File: config.mk
export PLATFORM = sky130hd
export DESIGN_NAME = comma_separated_integer_parser
export DESIGN_NICKNAME = d
export VERILOG_FILES = /design/src/sv/cspi_pkg.sv /design/src/sv/cspi_digit_acc.sv /design/src/sv/cspi_token_core.sv /design/src/sv/cspi_out_reg.sv /design/src/sv/comma_separated_integer_parser.sv
export SDC_FILE = /design/constraint.sdc
export NUM_CORES = 1
export LEC_CHECK = 0
export ABC_AREA = 1
export BUFFER_PORTS_ARGS = -buffer_cell sky130_fd_sc_hd__buf_2
export CELL_PAD_IN_SITES_DETAIL_PLACEMENT = 0
export CELL_PAD_IN_SITES_GLOBAL_PLACEMENT = 2
export CORE_MARGIN = 5
export CORE_UTILIZATION = 34
export DETAILED_ROUTE_END_ITERATION = 16
export GPL_ROUTABILITY_DRIVEN = 1
export PLACE_DENSITY = 0.8
export SYNTH_ARGS = -nofsm -noshare
export SYNTH_HDL_FRONTEND = slang
export SYNTH_SLANG_ARGS = --single-unit
File: constraint.sdc
create_clock -name clk -period 10.1 [get_ports clk]
set_input_delay 0 -clock clk [delete_from_list [all_inputs] [get_ports clk]]
set_output_delay 0 -clock clk [all_outputs]
set_load 0.05 [all_outputs]
File: src/sv/cspi_pkg.sv
// cspi_pkg: shared types, character codes and default sizes for the
// comma separated integer parser; no dependencies
`default_nettype none

package cspi_pkg;

	localparam int VALUE_BITS_DEF = 32;
	localparam int LIMIT_BITS_DEF = 64;
	localparam int COUNT_BITS_DEF = 16;

	localparam logic [7:0] CH_NUL   = 8'h00;
	localparam logic [7:0] CH_TAB   = 8'h09;
	localparam logic [7:0] CH_CR    = 8'h0D;
	localparam logic [7:0] CH_SPACE = 8'h20;
	localparam logic [7:0] CH_PLUS  = 8'h2B;
	localparam logic [7:0] CH_COMMA = 8'h2C;
	localparam logic [7:0] CH_MINUS = 8'h2D;
	localparam logic [7:0] CH_ZERO  = 8'h30;
	localparam logic [7:0] CH_NINE  = 8'h39;
	localparam logic [7:0] CH_UA    = 8'h41;
	localparam logic [7:0] CH_UF    = 8'h46;
	localparam logic [7:0] CH_UX    = 8'h58;
	localparam logic [7:0] CH_LA    = 8'h61;
	localparam logic [7:0] CH_LF    = 8'h66;
	localparam logic [7:0] CH_LX    = 8'h78;

	localparam logic [4:0] DIGIT_NONE = 5'd16;
	localparam logic [4:0] DIGIT_TEN  = 5'd10;

	typedef enum logic [6:0] {
		PH_BETWEEN = 7'b0000001,
		PH_SPACE   = 7'b0000010,
		PH_SIGN    = 7'b0000100,
		PH_ZERO    = 7'b0001000,
		PH_HEXPFX  = 7'b0010000,
		PH_DIGITS  = 7'b0100000,
		PH_ENDED   = 7'b1000000
	} phase_t;

	typedef enum logic [1:0] {
		BASE_DEC = 2'd0,
		BASE_OCT = 2'd1,
		BASE_HEX = 2'd2
	} base_t;

	typedef struct packed {
		logic value_valid;
		logic done_res;
		logic failed;
	} res_flags_t;

	function automatic logic [4:0] digit_of(input logic [7:0] c);
		logic [4:0] d;
		d = DIGIT_NONE;
		if (c >= CH_ZERO && c <= CH_NINE) begin
			d = 5'(c - CH_ZERO);
		end else if (c >= CH_LA && c <= CH_LF) begin
			d = 5'(c - CH_LA) + DIGIT_TEN;
		end else if (c >= CH_UA && c <= CH_UF) begin
			d = 5'(c - CH_UA) + DIGIT_TEN;
		end
		return d;
	endfunction

endpackage

`default_nettype wire

File: src/sv/cspi_digit_acc.sv
// cspi_digit_acc: appends one digit to the token magnitude and flags
// overflow past the signed limit; uses cspi_pkg
`default_nettype none

module cspi_digit_acc
	import cspi_pkg::*;
#(
	parameter int LIMIT_BITS = LIMIT_BITS_DEF
) (
	input  wire logic [LIMIT_BITS-1:0] mag,
	input  wire base_t                 base,
	input  wire logic [3:0]            digit,
	output logic [LIMIT_BITS-1:0]      mag_next,
	output logic                       over
);

	localparam int PW = LIMIT_BITS + 4;
	localparam logic [PW-1:0] LIM = PW'(1) << (LIMIT_BITS - 1);

	logic [PW-1:0] mag_w;
	logic [PW-1:0] scaled;
	logic [PW-1:0] sum;

	always_comb begin
		mag_w = PW'(mag);
		case (base)
			BASE_HEX: scaled = mag_w << 4;
			BASE_OCT: scaled = mag_w << 3;
			BASE_DEC: scaled = (mag_w << 3) + (mag_w << 1);
			default:  scaled = (mag_w << 3) + (mag_w << 1);
		endcase
		sum      = scaled + PW'(digit);
		over     = sum > LIM;
		mag_next = sum[LIMIT_BITS-1:0];
	end

endmodule

`default_nettype wire

File: src/sv/cspi_token_core.sv
// cspi_token_core: token state registers and the per-character update,
// producing at most one result per request; uses cspi_pkg, cspi_digit_acc
`default_nettype none

module cspi_token_core
	import cspi_pkg::*;
#(
	parameter int VALUE_BITS = VALUE_BITS_DEF,
	parameter int LIMIT_BITS = LIMIT_BITS_DEF,
	parameter int COUNT_BITS = COUNT_BITS_DEF
) (
	input  wire logic                  clk,
	input  wire logic                  arst_n,
	input  wire logic                  step,
	input  wire logic [7:0]            char_code,
	input  wire logic                  char_present,
	input  wire logic                  end_of_text,
	output logic                       res_fire,
	output res_flags_t                 res_flags,
	output logic [VALUE_BITS-1:0]      res_value,
	output logic [COUNT_BITS-1:0]      res_index,
	output logic [COUNT_BITS-1:0]      res_count
);

	localparam int EW = (VALUE_BITS > LIMIT_BITS + 1) ? VALUE_BITS : LIMIT_BITS + 1;

	phase_t                phase_q, phase_a, phase_b;
	logic                  neg_q, neg_a;
	base_t                 base_q, base_a;
	logic [LIMIT_BITS-1:0] mag_q, mag_a;
	logic                  ovf_q, ovf_a;
	logic                  err_q, err_b;
	logic [COUNT_BITS-1:0] cnt_q, cnt_b;

	logic [4:0]            digit;
	logic                  is_space;
	logic                  is_sign;
	logic                  ok_char;
	logic                  fin_req;
	logic                  nul_seen;
	logic                  fail_c;
	logic                  fail_f;
	logic                  emit;
	logic                  fits;
	logic [LIMIT_BITS-1:0] acc_mag;
	logic                  acc_over;
	logic signed [LIMIT_BITS:0] sval;
	logic [EW-1:0]         ext;

	cspi_digit_acc #(
		.LIMIT_BITS(LIMIT_BITS)
	) u_acc (
		.mag      (mag_q),
		.base     (base_q),
		.digit    (digit[3:0]),
		.mag_next (acc_mag),
		.over     (acc_over)
	);

	always_comb begin
		digit    = digit_of(char_code);
		is_space = (char_code == CH_SPACE) || (char_code >= CH_TAB && char_code <= CH_CR);
		is_sign  = (char_code == CH_PLUS) || (char_code == CH_MINUS);
		ok_char  = char_present && !err_q && (phase_q != PH_ENDED);

		phase_a  = phase_q;
		neg_a    = neg_q;
		base_a   = base_q;
		mag_a    = mag_q;
		ovf_a    = ovf_q;
		fin_req  = 1'b0;
		nul_seen = 1'b0;
		fail_c   = 1'b0;

		// character step without token finishing
		if (ok_char) begin
			if (char_code == CH_NUL) begin
				fin_req  = 1'b1;
				nul_seen = 1'b1;
			end else if (char_code == CH_COMMA) begin
				fin_req = 1'b1;
			end else begin
				case (phase_q)
					PH_BETWEEN, PH_SPACE: begin
						if (is_space) begin
							phase_a = PH_SPACE;
						end else if (is_sign) begin
							phase_a = PH_SIGN;
							neg_a   = (char_code == CH_MINUS);
						end else if (char_code == CH_ZERO) begin
							phase_a = PH_ZERO;
						end else if (digit < DIGIT_TEN) begin
							phase_a = PH_DIGITS;
							base_a  = BASE_DEC;
							mag_a   = LIMIT_BITS'(digit);
						end else begin
							fail_c = 1'b1;
						end
					end
					PH_SIGN: begin
						if (char_code == CH_ZERO) begin
							phase_a = PH_ZERO;
						end else if (digit < DIGIT_TEN) begin
							phase_a = PH_DIGITS;
							base_a  = BASE_DEC;
							mag_a   = LIMIT_BITS'(digit);
						end else begin
							fail_c = 1'b1;
						end
					end
					PH_ZERO: begin
						if (char_code == CH_LX || char_code == CH_UX) begin
							phase_a = PH_HEXPFX;
						end else if (digit < 5'd8) begin
							phase_a = PH_DIGITS;
							base_a  = BASE_OCT;
							mag_a   = LIMIT_BITS'(digit);
						end else begin
							fail_c = 1'b1;
						end
					end
					PH_HEXPFX: begin
						if (digit != DIGIT_NONE) begin
							phase_a = PH_DIGITS;
							base_a  = BASE_HEX;
							mag_a   = LIMIT_BITS'(digit);
						end else begin
							fail_c = 1'b1;
						end
					end
					PH_DIGITS: begin
						if ((base_q == BASE_HEX && digit != DIGIT_NONE) ||
						    (base_q == BASE_OCT && digit < 5'd8) ||
						    (base_q == BASE_DEC && digit < DIGIT_TEN)) begin
							if (!ovf_q) begin
								if (acc_over) begin
									ovf_a = 1'b1;
								end else begin
									mag_a = acc_mag;
								end
							end
						end else begin
							fail_c = 1'b1;
						end
					end
					default: begin
					end
				endcase
			end
		end

		if (fail_c) begin
			phase_a = PH_BETWEEN;
			neg_a   = 1'b0;
			base_a  = BASE_DEC;
			mag_a   = '0;
			ovf_a   = 1'b0;
		end
		err_b = err_q | fail_c;

		if (end_of_text && !err_b) begin
			fin_req = 1'b1;
		end

		// token finishing
		fits   = !ovf_a && (neg_a || !mag_a[LIMIT_BITS-1]);
		emit   = 1'b0;
		fail_f = 1'b0;
		if (fin_req) begin
			if (phase_a == PH_ZERO || phase_a == PH_DIGITS) begin
				if (fits) begin
					emit = 1'b1;
				end else begin
					fail_f = 1'b1;
				end
			end else if (phase_a != PH_BETWEEN && phase_a != PH_ENDED) begin
				fail_f = 1'b1;
			end
		end
		err_b   = err_b | fail_f;
		phase_b = (emit || fail_f) ? PH_BETWEEN : phase_a;
		if (nul_seen && !err_b) begin
			phase_b = PH_ENDED;
		end

		cnt_b = cnt_q;
		if (emit && cnt_q != '1) begin
			cnt_b = cnt_q + COUNT_BITS'(1);
		end

		sval = neg_a ? -$signed({1'b0, mag_a}) : $signed({1'b0, mag_a});
		ext  = EW'(sval);

		res_fire              = emit || end_of_text;
		res_flags.value_valid = emit;
		res_flags.done_res    = end_of_text;
		res_flags.failed      = end_of_text && err_b;
		res_value             = emit ? ext[VALUE_BITS-1:0] : '0;
		res_index             = emit ? cnt_q : '0;
		res_count             = end_of_text ? cnt_b : '0;
	end

	always_ff @(posedge clk or negedge arst_n) begin
		if (!arst_n) begin
			phase_q <= PH_BETWEEN;
			neg_q   <= 1'b0;
			base_q  <= BASE_DEC;
			mag_q   <= '0;
			ovf_q   <= 1'b0;
			err_q   <= 1'b0;
			cnt_q   <= '0;
		end else if (step) begin
			if (end_of_text) begin
				phase_q <= PH_BETWEEN;
				neg_q   <= 1'b0;
				base_q  <= BASE_DEC;
				mag_q   <= '0;
				ovf_q   <= 1'b0;
				err_q   <= 1'b0;
				cnt_q   <= '0;
			end else begin
				phase_q <= phase_b;
				neg_q   <= (emit || fail_f) ? 1'b0 : neg_a;
				base_q  <= (emit || fail_f) ? BASE_DEC : base_a;
				mag_q   <= (emit || fail_f) ? '0 : mag_a;
				ovf_q   <= (emit || fail_f) ? 1'b0 : ovf_a;
				err_q   <= err_b;
				cnt_q   <= cnt_b;
			end
		end
	end

endmodule

`default_nettype wire

File: src/sv/cspi_out_reg.sv
// cspi_out_reg: result register on the output channel with valid/stall
// handshake; uses cspi_pkg
`default_nettype none

module cspi_out_reg
	import cspi_pkg::*;
#(
	parameter int VALUE_BITS = VALUE_BITS_DEF,
	parameter int COUNT_BITS = COUNT_BITS_DEF
) (
	input  wire logic                  clk,
	input  wire logic                  arst_n,
	input  wire logic                  load,
	input  wire res_flags_t            flags,
	input  wire logic [VALUE_BITS-1:0] value,
	input  wire logic [COUNT_BITS-1:0] index,
	input  wire logic [COUNT_BITS-1:0] count,
	output logic                       free,
	output logic                       out_valid,
	input  wire logic                  out_stall,
	output logic [VALUE_BITS-1:0]      number_value,
	output logic [COUNT_BITS-1:0]      number_index,
	output logic                       value_valid,
	output logic                       done_res,
	output logic                       failed,
	output logic [COUNT_BITS-1:0]      number_count
);

	logic                  valid_q;
	res_flags_t            flags_q;
	logic [VALUE_BITS-1:0] value_q;
	logic [COUNT_BITS-1:0] index_q;
	logic [COUNT_BITS-1:0] count_q;

	assign free = !valid_q || !out_stall;

	always_ff @(posedge clk or negedge arst_n) begin
		if (!arst_n) begin
			valid_q <= 1'b0;
		end else if (load) begin
			valid_q <= 1'b1;
		end else if (!out_stall) begin
			valid_q <= 1'b0;
		end
	end

	always_ff @(posedge clk) begin
		if (load) begin
			flags_q <= flags;
			value_q <= value;
			index_q <= index;
			count_q <= count;
		end
	end

	assign out_valid    = valid_q;
	assign number_value = value_q;
	assign number_index = index_q;
	assign value_valid  = flags_q.value_valid;
	assign done_res     = flags_q.done_res;
	assign failed       = flags_q.failed;
	assign number_count = count_q;

endmodule

`default_nettype wire

File: src/sv/comma_separated_integer_parser.sv
// comma_separated_integer_parser: top level with input register, token core
// and result register; uses cspi_pkg, cspi_token_core, cspi_out_reg
//
// Parses a comma separated list of integers, one text byte per request, with
// strtol base-0 rules per token (white space, sign, 0x hex, leading-0 octal,
// decimal). A good token yields its low VALUE_BITS bits and its list index;
// the end-of-text request always yields a done result with failure flag and
// count. Throughput is one request per cycle while the result register is
// not stalled full; a result is registered when its request leaves the input
// register, by the combinational token update between the two registers.
`default_nettype none

module comma_separated_integer_parser
	import cspi_pkg::*;
#(
	parameter int VALUE_BITS = VALUE_BITS_DEF,
	parameter int LIMIT_BITS = LIMIT_BITS_DEF,
	parameter int COUNT_BITS = COUNT_BITS_DEF
) (
	input  wire logic                  clk,
	input  wire logic                  arst_n,
	input  wire logic                  in_valid,
	output logic                       in_stall,
	input  wire logic [7:0]            char_code,
	input  wire logic                  char_present,
	input  wire logic                  end_of_text,
	output logic                       out_valid,
	input  wire logic                  out_stall,
	output logic [VALUE_BITS-1:0]      number_value,
	output logic [COUNT_BITS-1:0]      number_index,
	output logic                       value_valid,
	output logic                       done_res,
	output logic                       failed,
	output logic [COUNT_BITS-1:0]      number_count
);

	logic                  valid_s1;
	logic [7:0]            char_s1;
	logic                  present_s1;
	logic                  last_s1;
	logic                  out_free;
	logic                  advance;
	logic                  res_fire;
	res_flags_t            res_flags;
	logic [VALUE_BITS-1:0] res_value;
	logic [COUNT_BITS-1:0] res_index;
	logic [COUNT_BITS-1:0] res_count;

	assign advance  = valid_s1 && out_free;
	assign in_stall = valid_s1 && !out_free;

	always_ff @(posedge clk or negedge arst_n) begin
		if (!arst_n) begin
			valid_s1 <= 1'b0;
		end else if (in_valid && !in_stall) begin
			valid_s1 <= 1'b1;
		end else if (advance) begin
			valid_s1 <= 1'b0;
		end
	end

	always_ff @(posedge clk) begin
		if (in_valid && !in_stall) begin
			char_s1    <= char_code;
			present_s1 <= char_present;
			last_s1    <= end_of_text;
		end
	end

	cspi_token_core #(
		.VALUE_BITS(VALUE_BITS),
		.LIMIT_BITS(LIMIT_BITS),
		.COUNT_BITS(COUNT_BITS)
	) u_core (
		.clk          (clk),
		.arst_n       (arst_n),
		.step         (advance),
		.char_code    (char_s1),
		.char_present (present_s1),
		.end_of_text  (last_s1),
		.res_fire     (res_fire),
		.res_flags    (res_flags),
		.res_value    (res_value),
		.res_index    (res_index),
		.res_count    (res_count)
	);

	cspi_out_reg #(
		.VALUE_BITS(VALUE_BITS),
		.COUNT_BITS(COUNT_BITS)
	) u_out (
		.clk          (clk),
		.arst_n       (arst_n),
		.load         (advance && res_fire),
		.flags        (res_flags),
		.value        (res_value),
		.index        (res_index),
		.count        (res_count),
		.free         (out_free),
		.out_valid    (out_valid),
		.out_stall    (out_stall),
		.number_value (number_value),
		.number_index (number_index),
		.value_valid  (value_valid),
		.done_res     (done_res),
		.failed       (failed),
		.number_count (number_count)
	);

endmodule

`default_nettype wire

==> key figures, run 1 <==
Drt
  • Count of vias placed by the detailed router: 22840
  • Total detailed-routing wirelength: 90920 um
  • Number of detailed-routing iterations run before antenna repair: 6
  • DRC violations left: 0
  • Via density: 5.372
  • Detail Route Antenna Nets: 0
  • Mean routed wirelength per cell: 21.38 um
  • Detailed router's first-iteration violation count: 1856

GRT
  • Maximum number of pins on one net before global-route repair: 67
  • GRT Residual Overflow: 0
  • Initial antenna violation count: 1
  • All-Layer GR Usage: 27.75%
  • Global-route wire length before repair: 135500 um
  • Via count of the first global-routing pass: 21910

Clock tree
  • CTS Buffer Depth: 2
  • Number of gates resized after CTS: 0
  • Inserted Clock Buffers: 17
  • Later-pin clock latency in the skew report: 0.47 ns
  • Number of levels the H-tree was split into: 4
  • CTS sink cnt: 171
  • CTS clock-pin slew for the worst setup and hold paths: 0.08 ns
  • TritonCTS clock tree: yes
  • Clk root buf: sky130_fd_sc_hd__clkbuf_16

Logic synthesis
  • Number of distinct library cells after synthesis: 61
  • Dominant register cell in the synthesized netlist: sky130_fd_sc_hd__dfrtp_1
  • Netlist area before placement: 19890 sq um
  • Most numerous cell in the Yosys netlist: sky130_fd_sc_hd__nand2_1
  • Mapped Cells: 3423
  • Warnings, synthesis: 0
  • Number of enable-type register cells in the synthesized netlist: 77
  • Post-synth top area share: 20.99%
  • Flip-flop and latch count after synthesis: 171
  • Commonest cells in the synthesized netlist: 1112 x sky130_fd_sc_hd__nand2_1, 522 x sky130_fd_sc_hd__inv_1, 384 x sky130_fd_sc_hd__nor2_1, 305 x sky130_fd_sc_hd__nand3_1, 124 x sky130_fd_sc_hd__a21oi_1
  • Fraction of registers with async set/reset: 54.97%
  • Dominant cells by area after synthesis: sky130_fd_sc_hd__nand2_1 21%, sky130_fd_sc_hd__dfrtp_1 12%, sky130_fd_sc_hd__edfxtp_1 12%, sky130_fd_sc_hd__inv_1 9.9%, sky130_fd_sc_hd__nand3_1 7.7%
  • Seq/Total Area, Yosys: 23.46%
  • Library cell occupying the most area in the post-synthesis netlist: sky130_fd_sc_hd__nand2_1
  • Syn Nets: 3513
  • Post-synthesis area per instance: 5.810 sq um

Setup path
  • Cell family with most CP delay: simple AND/OR/NAND/NOR gates
  • Slowest stage cell, crit path: sky130_fd_sc_hd__nor2_4
  • Largest incremental delay on the critical path: 0.59 ns
  • Critical path data arrival time: 8.34 ns
  • Setup CP Type: reg -> reg
  • Sort of element at the end of the critical path: flop
  • Max FO, Critical Path: 41
  • Required time reported for the critical path endpoint: 10.19 ns
  • Kind of start point of the critical path: flop
  • Most used cell along the critical path: sky130_fd_sc_hd__nand2_1
  • Count of buffering cells on the critical path with inverters included: 7

Layout
  • Final-layout fill cell count: 6483
  • Layout cells sized above 1: 7.657%
  • Number of antenna cells inserted: 0
  • Post-route cell area: 21840 sq um
  • Number of standard cells in the layout, taps in and fillers out: 4252
  • Area delta synth->final: 9.808%
  • Count of nets after finishing: 3564

Timing
  • Post-route minimum period: 8.243 ns
  • Sum of negative setup slack: 0 ns
  • Transition time of the tightest slew-check pin: 0.9859 ns
  • Worst clock skew: 0.01801 ns
  • Highest achievable clock rate: 121.3 MHz
  • Endpoints failing setup: 0
  • Fin. Hold Viols: 0
  • Remaining max-slew budget at the tightest pin: 34.20%
  • Final clock period utilization by the worst path: 81.61%
  • RSZ-0062 raised after global routing: no
  • Final max-slew violation count: 0

Placement
  • Final GP Congestion: 0.9708
  • Dpl hpwl: 73460 um
  • Area after DPL: 21080 sq um
  • Number of buffers inserted by port buffering: 82
  • Number of placed instances, taps included: 4205

Power
  • Largest vdd supply drop: 198.7 uV
  • Final Total Pwr: 4.456 mW
  • Total power per unit cell area: 204.0 nW/um^2
  • Lkg Pwr: 10.47 nW

Floorplanning
  • Area of the core region: 57810 sq um
  • Floorplan die area: 63430 sq um
  • Die X: 251.9 um
  • Die span in y: 251.9 um
  • Count of pins on the block boundary: 83
  • FP Rows: 88
  • Starting utilization of the core area: 34.41%

Outcome
  • Run status: complete, no violations

Min path
  • Min-delay worst type: in -> async

Flow run
  • Maximum capacitance violations: 0
## area by class of cell
class | count | area [sq um] | area share (%)
multi-input cells | 2596 | 12730 | 58.29
flip-flops and latches | 171 | 4666 | 21.36
inverters | 566 | 2126 | 9.734
well taps | 765 | 957.2 | 4.383
repair buffers | 122 | 750.7 | 3.437
clock buffers | 18 | 439.2 | 2.011
clock inverters | 14 | 170.2 | 0.7791
## path summary, 6_finish.rpt
kind                              start                    end  slack [ns]  depth (start not counted)
max                          char_s1[0]  u_out.number_index[5]        1.86                         42
max in group asynchronous        arst_n       u_core.base_q[0]        8.78                          3
min                              arst_n       u_core.cnt_q[13]         0.1                          2
max reg2reg                  char_s1[0]  u_out.number_index[5]        1.86                         42
min in group clk           char_code[3]             char_s1[3]        0.25                          2
min reg2reg                u_core.neg_q           u_core.neg_q        0.51                          2
## placed cells by master, fill, tap and decap left out, drive strengths merged, types with 3 or more instances in the layout
cell / n
nand4: 69
o41ai: 3
nor4: 9
nor3: 51
xor2: 25
ha: 74
o211ai: 15
dfrtp: 93
edfxtp: 77
a221o: 22
o21a: 5
o21ai: 164
clkinv: 11
xnor2: 3
or2: 6
a21oi: 124
nand3: 311
o21bai: 3
nand3b: 12
nor2: 420
o221ai: 20
inv: 567
a31oi: 5
a21boi: 5
and2: 7
clkbuf: 18
nand2: 1136
buf: 107
dlygate4sd3: 15
o31ai: 25
o22ai: 65
## per-stage QoR
| step | hold WS, ns | utilization, % | worst slack [ns] |
|---|---|---|---|
| global route | 0.1547 | 37.78 | 1.111 |
| detailed placement | 0.07916 | 36.47 | 1.905 |
| global placement | 0.06912 | 36.47 | 2.198 |
| finish | 0.09544 | 37.78 | 1.857 |
| CTS | 0.1256 | 37.78 | 1.873 |
| floorplan | -0.2956 | - | 1.464 |
## worst register-to-register path, delay by kind of cell, from the launching register on
family                   cells  cell delay [ns]
AO/OA/AOI/OAI                6             1.02
buffers and inverters        7             1.79
AND/OR/NAND/NOR             27             3.89
flip-flops                   1             0.47
adder cells (fa/ha/maj)      2             0.72
## metal layers
metal / GRT usage (%) / vias to the layer above / routed length [um]
li1: - / 11230 / -
met1: 39.79 / 10720 / 43150
met2: 44.74 / 787 / 40530
met3: 3.062 / 107 / 5182
met4: 7.196 / 0 / 2063
met5: 0 / - / 0
## registers in the layout, indices dropped and copies added (netlist names)
register,count
char_s1,8
last_s1,1
present_s1,1
u_core.base_q,2
u_core.cnt_q,16
u_core.err_q,1
u_core.mag_q,64
u_core.neg_q,1
u_core.ovf_q,1
u_core.phase_q,7
u_out.done_res,1
u_out.failed,1
u_out.number_count,16
u_out.number_index,16
u_out.number_value,32
u_out.out_valid,1
u_out.value_valid,1
valid_s1,1
## power by group
part	total (mW)	internal [mW]	switching (mW)
Combinational	2.94	0.708	2.23
Clock	0.724	0.363	0.361
Sequential	0.792	0.765	0.0269
## kinds of logic (layout without fill, tap and decap cells)
kind of cell / count (synthesis) / after routing / synth area share (%)
simple gates: 2024 / 2024 / 43.39
xor+xnor: 28 / 28 / 1.233
compound gates: 468 / 468 / 14.41
buf+inv: 656 / 720 / 12.65
fa+ha+maj: 76 / 76 / 4.857
flops: 171 / 171 / 23.46
## timing repair
action / 4_1_cts / 5_1_grt
hold buffers: 15 / 0
endpoints found under the hold margin: 60 / 0
buffers inserted: 0 / 0
Note: power is estimated with default switching activity, not from simulation.
==> inputs of run 2 (changes only) <==
==> constraint.sdc (replaced) <==
create_clock -name clk -period 8.5 [get_ports clk]
set_input_delay 0 -clock clk [delete_from_list [all_inputs] [get_ports clk]]
set_output_delay 0 -clock clk [all_outputs]
set_load 0.05 [all_outputs]
==> run 2 against run 1 <==
  * Fmax up 7.6%
  * Sequential cell count unchanged
  * Total power is 17% higher
  * Sequential share of layout area about the same
  * First-iteration DRC count is 16% higher
  * Sequential power up 19%
  * Worst hold slack worse by 0.046 ns
  * Clock power grew 14%
  * Worst setup slack got worse by 1.0 ns
  * Design area increased by 0.18%
  * Critical endpoint is now u_out.number_value[24]
  * Largest power group unchanged
==> key figures, run 2 (same netlist as run 1, synthesis figures left out) <==
Layout
  • Commonest cells after routing, fill and taps aside: 1110 x sky130_fd_sc_hd__nand2_1, 522 x sky130_fd_sc_hd__inv_1, 381 x sky130_fd_sc_hd__nor2_1
  • Count of nets after finishing: 3567 (+0.084%)
  • Reg with most FFs: u_core.mag_q
  • Area delta synth->final: 10.01%
  • Number of flip-flops under the largest register name: 64 (unchanged)
  • Number of antenna cells inserted: 0 (unchanged)
  • Number of standard cells in the layout, taps in and fillers out: 4255 (+0.071%)
  • Most frequent standard cell in the layout excluding fill and tap cells: sky130_fd_sc_hd__nand2_1
  • Layout cells sized above 1: 7.765% (+0.11 points)
  • Final-layout fill cell count: 6543 (+0.93%)
  • Post-route cell area: 21880 sq um (+0.18%)

Setup path
  • Largest incremental delay on the critical path: 0.83 ns (+0.24 ns)
  • Setup CP Type: reg -> reg
  • Slowest stage cell, crit path: sky130_fd_sc_hd__nand4_1
  • Required time reported for the critical path endpoint: 8.77 ns (-1.42 ns)
  • Kind of start point of the critical path: flop
  • Critical path data arrival time: 7.93 ns (-0.41 ns)
  • Sort of element at the end of the critical path: flop
  • Max FO, Critical Path: 22 (-46%)
  • Most used cell along the critical path: sky130_fd_sc_hd__nand2_1

Floorplanning
  • Die span in y: 251.9 um (unchanged)
  • Floorplan die area: 63430 sq um (unchanged)
  • Count of pins on the block boundary: 83 (unchanged)
  • Die X: 251.9 um (unchanged)
  • FP Rows: 88 (unchanged)
  • Area of the core region: 57810 sq um (unchanged)
  • Starting utilization of the core area: 34.41% (unchanged)

Timing
  • Post-route minimum period: 7.662 ns (-0.5812 ns)
  • Final clock period utilization by the worst path: 90.14% (+8.5 points)
  • Highest achievable clock rate: 130.5 MHz (+7.6%)
  • RSZ-0062 raised after global routing: no
  • Transition time of the tightest slew-check pin: 1.068 ns (+0.08207 ns)
  • Remaining max-slew budget at the tightest pin: 28.59% (-5.6 points)
  • Worst hold slack: 0.04931 ns (-0.04614 ns)
  • Endpoints failing setup: 0 (unchanged)
  • Sum of negative setup slack: 0 ns (unchanged)
  • Worst clock skew: 0.02305 ns (+0.005038 ns)
  • Final max-slew violation count: 0 (unchanged)
  • Fin. Hold Viols: 0 (unchanged)

Drt
  • Mean routed wirelength per cell: 21.29 um (-0.42%)
  • Count of vias placed by the detailed router: 22820 (-0.088%)
  • Uppermost layer routed: met4
  • Detailed router's first-iteration violation count: 2147 (+16%)
  • Number of detailed-routing iterations run before antenna repair: 8 (+2)
  • Via density: 5.363 (-0.16%)
  • Met2 layer wire length in the routed design: 41000 um (+1.2%)
  • WL met3: 4678 um (-9.7%)
  • Total detailed-routing wirelength: 90600 um (-0.35%)
  • M1 WL: 43160 um (about the same)
  • Detail Route Antenna Nets: 0 (unchanged)
  • DRC violations left: 0 (unchanged)

GRT
  • Via count of the first global-routing pass: 21700 (-0.96%)
  • All-Layer GR Usage: 27.67% (-0.088 points)
  • Initial antenna violation count: 0 (-1)
  • Global-route wire length before repair: 135700 um (+0.17%)
  • GRT Residual Overflow: 0 (unchanged)
  • Maximum number of pins on one net before global-route repair: 115 (+72%)

Power
  • Total power per unit cell area: 238.9 nW/um^2 (+17%)
  • Largest vdd supply drop: 370.9 uV (+87%)
  • Lkg Pwr: 10.49 nW (+0.19%)

Clock tree
  • Clk root buf: sky130_fd_sc_hd__clkbuf_16
  • CTS clock-pin slew for the worst setup and hold paths: 0.08 ns (about the same)
  • Later-pin clock latency in the skew report: 0.47 ns (about the same)
  • Inserted Clock Buffers: 17 (unchanged)
  • CTS Buffer Depth: 2 (unchanged)
  • Post-CTS setup buffer count: 0 (unchanged)
  • TritonCTS clock tree: yes
  • CTS sink cnt: 171 (unchanged)
  • Number of levels the H-tree was split into: 4 (unchanged)

Placement
  • Area after DPL: 21130 sq um (+0.24%)
  • Final GP Congestion: 0.9654 (-0.56%)
  • Number of placed instances, taps included: 4208 (+0.071%)
  • Dpl hpwl: 73410 um (about the same)
  • Number of buffers inserted by port buffering: 82 (unchanged)

Outcome
  • Run status: complete, no violations

Min path
  • Min-delay worst type: in -> async

Flow run
  • Maximum capacitance violations: 0 (unchanged)
run 2: final timing paths:
kind                                    from                endpoint  slack [ns]  cells after the start
worst max-delay path              char_s1[1]  u_out.number_value[24]        0.84                     39
worst min-delay path                  arst_n        u_core.cnt_q[11]        0.05                      2
worst max register to register    char_s1[1]  u_out.number_value[24]        0.84                     39
worst min register to register  u_core.neg_q            u_core.neg_q        0.50                      2
max in group asynchronous             arst_n        u_core.mag_q[29]        7.16                      3
min in group clk                 end_of_text                 last_s1        0.26                      2
run 2: layout make-up:
| class | count | area, sq um | area share [%] |
|---|---|---|---|
| well taps | 765 | 957.2 | 4.375 |
| inverters | 566 | 2126 | 9.716 |
| clock inverters | 15 | 173.9 | 0.7949 |
| flip-flops and latches | 171 | 4666 | 21.32 |
| clock buffers | 17 | 425.4 | 1.944 |
| repair buffers | 125 | 798.3 | 3.648 |
| multi-input cells | 2596 | 12730 | 58.20 |
run 2: repair_timing:
item,in CTS,in global routing
hold endpoints to repair,49,0
hold buffers,15,0
gates resized for setup,0,0
run 2: per-layer routing:
layer	vias to the layer above	GRT usage [%]
met2	719	45.51
met3	78	2.618
met5	-	0
met1	10810	39.70
met4	0	5.893
li1	11220	-
run 2: through the flow:
stage	utilization [%]	total power, mW	setup slack (ns)
floorplan	-	3.175	1.031
global placement	36.55	4.369	1.065
detailed placement	36.55	4.336	0.9172
CTS	37.85	5.174	0.8840
global route	37.85	5.550	0.1639
finish	37.85	5.228	0.8384
run 2: critical path: cells and delay by family (launching register included):
family	cells	cell delay, ns
xor+xnor	1	0.22
buf+inv	3	0.35
fa+ha+maj	2	0.73
flops	1	0.41
simple gates	29	4.58
compound gates	4	1.19
run 2: power breakdown:
| group | leakage, nW | total [mW] | internal, mW | switching (mW) |
|---|---|---|---|---|
| Sequential | 2.04 | 0.942 | 0.909 | 0.0329 |
| Clock | 0.290 | 0.828 | 0.398 | 0.430 |
| Combinational | 8.16 | 3.46 | 0.856 | 2.60 |
==> inputs of run 3 (changes only) <==
--- a/config.mk
+++ b/config.mk
@@ -16,4 +16,5 @@
 export PLACE_DENSITY = 0.8
 export SYNTH_ARGS = -nofsm -noshare
 export SYNTH_HDL_FRONTEND = slang
+export SYNTH_HIERARCHICAL = 1
 export SYNTH_SLANG_ARGS = --single-unit
==> run 3 against run 2 <==
  * Fmax is 5.6% higher
  * Synthesized area up 7.8%
  * First-iteration DRC count fell by 18%
  * Critical path type unchanged
  * Die area up 7.5%
  * Combinational power decreased by 64%
  * Clock power is 3.1% lower
  * Clock-buffer cell count did not move
  * Worst hold slack got worse by 0.022 ns
  * Largest cell class unchanged
==> key figures, run 3 <==
Timing
  • Final max-slew violation count: 0 (unchanged)
  • Transition time of the tightest slew-check pin: 1.065 ns (-0.003383 ns)
  • Sum of negative setup slack: 0 ns (unchanged)
  • Worst clock skew: 0.01640 ns (-0.006643 ns)
  • Post-route minimum period: 7.253 ns (-0.4085 ns)
  • Endpoints failing setup: 0 (unchanged)
  • RSZ-0062 raised after global routing: no
  • Fin. Hold Viols: 0 (unchanged)
  • Highest achievable clock rate: 137.9 MHz (+5.6%)
  • Remaining max-slew budget at the tightest pin: 28.59% (about the same)
  • Final clock period utilization by the worst path: 85.33% (-4.8 points)

Layout
  • Layout cells sized above 1: 10.86% (+3.1 points)
  • Final core utilization: 37.08% (-0.77 points)
  • Final-layout fill cell count: 7186 (+9.8%)
  • Area delta synth->final: 8.447%
  • Count of nets after finishing: 3851 (+8.0%)
  • Number of standard cells in the layout, taps in and fillers out: 4621 (+8.6%)
  • Reg with most FFs: u_core/mag_q
  • Most frequent standard cell in the layout excluding fill and tap cells: sky130_fd_sc_hd__nand2_1
  • Commonest cells after routing, fill and taps aside: 1294 x sky130_fd_sc_hd__nand2_1, 602 x sky130_fd_sc_hd__inv_1, 379 x sky130_fd_sc_hd__nor2_1
  • Number of antenna cells inserted: 0 (unchanged)
  • Number of flip-flops under the largest register name: 64 (unchanged)

Placement
  • Number of buffers inserted by port buffering: 82 (unchanged)
  • Final GP Congestion: 0.9095 (-5.8%)
  • Dpl hpwl: 67370 um (-8.2%)
  • Number of placed instances, taps included: 4575 (+8.7%)

GRT
  • Via count of the first global-routing pass: 21910 (+0.94%)
  • GRT Residual Overflow: 0 (unchanged)
  • Maximum number of pins on one net before global-route repair: 67 (-42%)
  • Most Crowded Layer GR: met2
  • Global-route track usage on met3: 1.841% (-0.78 points)
  • Routing usage on met1: 34.64% (-5.1 points)
  • Grt met2 use: 40.44% (-5.1 points)
  • Initial antenna violation count: 0 (unchanged)
  • All-Layer GR Usage: 24.12% (-3.5 points)
  • Global-route wire length before repair: 129200 um (-4.8%)

Clock tree
  • CTS clock-pin slew for the worst setup and hold paths: 0.08 ns (about the same)
  • Clk root buf: sky130_fd_sc_hd__clkbuf_16
  • Number of levels the H-tree was split into: 4 (unchanged)
  • CTS sink cnt: 171 (unchanged)
  • Inserted Clock Buffers: 17 (unchanged)
  • Later-pin clock latency in the skew report: 0.46 ns (about the same)
  • TritonCTS clock tree: yes
  • CTS Buffer Depth: 2 (unchanged)
  • Post-CTS setup buffer count: 0 (unchanged)

Setup path
  • Kind of start point of the critical path: flop
  • Setup CP Type: reg -> reg
  • Critical path data arrival time: 7.35 ns (-0.58 ns)
  • Cell family with most CP delay: simple AND/OR/NAND/NOR gates
  • Count of buffering cells on the critical path with inverters included: 10 (+7)
  • Sort of element at the end of the critical path: flop
  • Startpoint of the worst-slack reg-to-reg timing path: u_core/base_q[0]
  • Largest incremental delay on the critical path: 0.78 ns (-0.05 ns)
  • Max FO, Critical Path: 66 (+200%)
  • Destination of the worst register-to-register timing path: u_out/number_count[9]
  • Setup slack, reg-to-reg: 1.25 ns (+0.41 ns)
  • Slowest stage cell, crit path: sky130_fd_sc_hd__ha_4
  • Cell count of the worst reg-to-reg path: 39 (unchanged)
  • Required time reported for the critical path endpoint: 8.60 ns (-0.17 ns)

Logic synthesis
  • Netlist area before placement: 21450 sq um (+7.8%)
  • Post-synth top area share: 22.65% (+1.7 points)
  • Seq/Total Area, Yosys: 21.75% (-1.7 points)
  • Number of enable-type register cells in the synthesized netlist: 77 (unchanged)
  • Dominant cells by area after synthesis: sky130_fd_sc_hd__nand2_1 23%, sky130_fd_sc_hd__dfrtp_1 11%, sky130_fd_sc_hd__edfxtp_1 11%, sky130_fd_sc_hd__inv_1 11%, sky130_fd_sc_hd__nand3_1 8.4%
  • Post-synthesis area per instance: 5.750 sq um (-1.0%)
  • Number of distinct library cells after synthesis: 61 (unchanged)
  • Fraction of registers with async set/reset: 54.97% (unchanged)
  • Syn Nets: 3819 (+8.7%)
  • Warnings, synthesis: 6 (+6)
  • Mapped Cells: 3730 (+9.0%)
  • Library cell occupying the most area in the post-synthesis netlist: sky130_fd_sc_hd__nand2_1
  • Most numerous cell in the Yosys netlist: sky130_fd_sc_hd__nand2_1
  • Commonest cells in the synthesized netlist: 1294 x sky130_fd_sc_hd__nand2_1, 602 x sky130_fd_sc_hd__inv_1, 381 x sky130_fd_sc_hd__nor2_1, 358 x sky130_fd_sc_hd__nand3_1, 119 x sky130_fd_sc_hd__o21ai_0
  • Dominant register cell in the synthesized netlist: sky130_fd_sc_hd__dfrtp_1
  • Flip-flop and latch count after synthesis: 171 (unchanged)

Drt
  • Detail Route Antenna Nets: 0 (unchanged)
  • DRC violations left: 0 (unchanged)
  • Detailed router's first-iteration violation count: 1766 (-18%)
  • Mean routed wirelength per cell: 18.19 um (-15%)
  • Number of detailed-routing iterations run before antenna repair: 6 (-2)
  • Via density: 4.985 (-7.1%)
  • Total detailed-routing wirelength: 84060 um (-7.2%)
  • Count of vias placed by the detailed router: 23040 (+0.94%)

Floorplanning
  • Floorplan die area: 68200 sq um (+7.5%)
  • FP Rows: 92 (+4.5%)
  • Area of the core region: 62740 sq um (+8.5%)
  • Die X: 261.2 um (+3.7%)
  • Die span in y: 261.2 um (+3.7%)
  • Starting utilization of the core area: 34.19% (-0.22 points)
  • Count of pins on the block boundary: 83 (unchanged)

Outcome
  • Run status: complete, no violations

Power
  • Lkg Pwr: 12.01 nW (+14%)
  • Largest vdd supply drop: 167.4 uV (-55%)
  • Total power per unit cell area: 130.2 nW/um^2 (-45%)
  • Final Total Pwr: 3.029 mW (-42%)

Min path
  • Min-delay worst type: in -> async

Flow run
  • Maximum capacitance violations: 0 (unchanged)
-- run 3: cell type report --
type                            count  area, sq um  area share (%)
Timing Repair Buffer              114        688.2           2.959
Inverter                          664         2495           10.73
Tap cell                          846         1059           4.551
Clock inverter                     15        173.9          0.7477
Sequential cell                   171         4666           20.06
Multi-Input combinational cell   2794        13750           59.13
Clock buffer                       17        425.4           1.829
-- run 3: how the worst max path moves through the flow --
stage                           from                endpoint  slack, ns  depth (start not counted)
finish              u_core/base_q[0]   u_out/number_count[9]       1.25                         39
global route              char_s1[1]  u_out/number_count[14]       0.70                         46
CTS                 u_core/base_q[0]  u_out/number_count[14]       1.15                         39
detailed placement  u_core/base_q[0]  u_out/number_index[11]       1.18                         39
global placement    u_core/base_q[0]   u_out/number_index[9]       1.26                         39
floorplan           u_core/base_q[0]          u_out/done_res       0.58                         46
-- run 3: power breakdown --
part | switching [mW] | internal, mW | leakage (nW)
clock | 0.405 | 0.397 | 0.286
sequential | 0.0486 | 0.914 | 2.05
combinational | 0.950 | 0.314 | 9.67
-- run 3: cells by family after synthesis --
kind of cell	after synthesis	synth area share (%)
adder cells (fa/ha/maj)	75	4.445
AND/OR/NAND/NOR	2349	48.65
AO/OA/AOI/OAI	338	9.544
multiplexers	1	0.04667
flip-flops	171	21.75
buffers and inverters	765	14.26
XOR/XNOR	31	1.301
-- run 3: through the flow --
stage	cell area (sq um)	worst slack, ns	hold WS, ns
after CTS	23260	1.152	0.02563
after detailed placement	22520	1.180	-0.01569
final	23260	1.247	0.02748
after global placement	22520	1.260	-0.01319
after global routing	23260	0.7014	0.05310
after floorplan	21450	0.5824	-0.2956
-- run 3: metal layers --
layer	wire length, um	up-vias
li1	-	11820
met1	41290	10730
met2	38800	443
met3	2905	46
met4	1063	0
met5	0	-
-- run 3: repair_timing --
action | 4_1_cts | 5_1_grt
hold buffers | 14 | 0
resized for setup | 0 | 0
hold endpoints to repair | 43 | 0
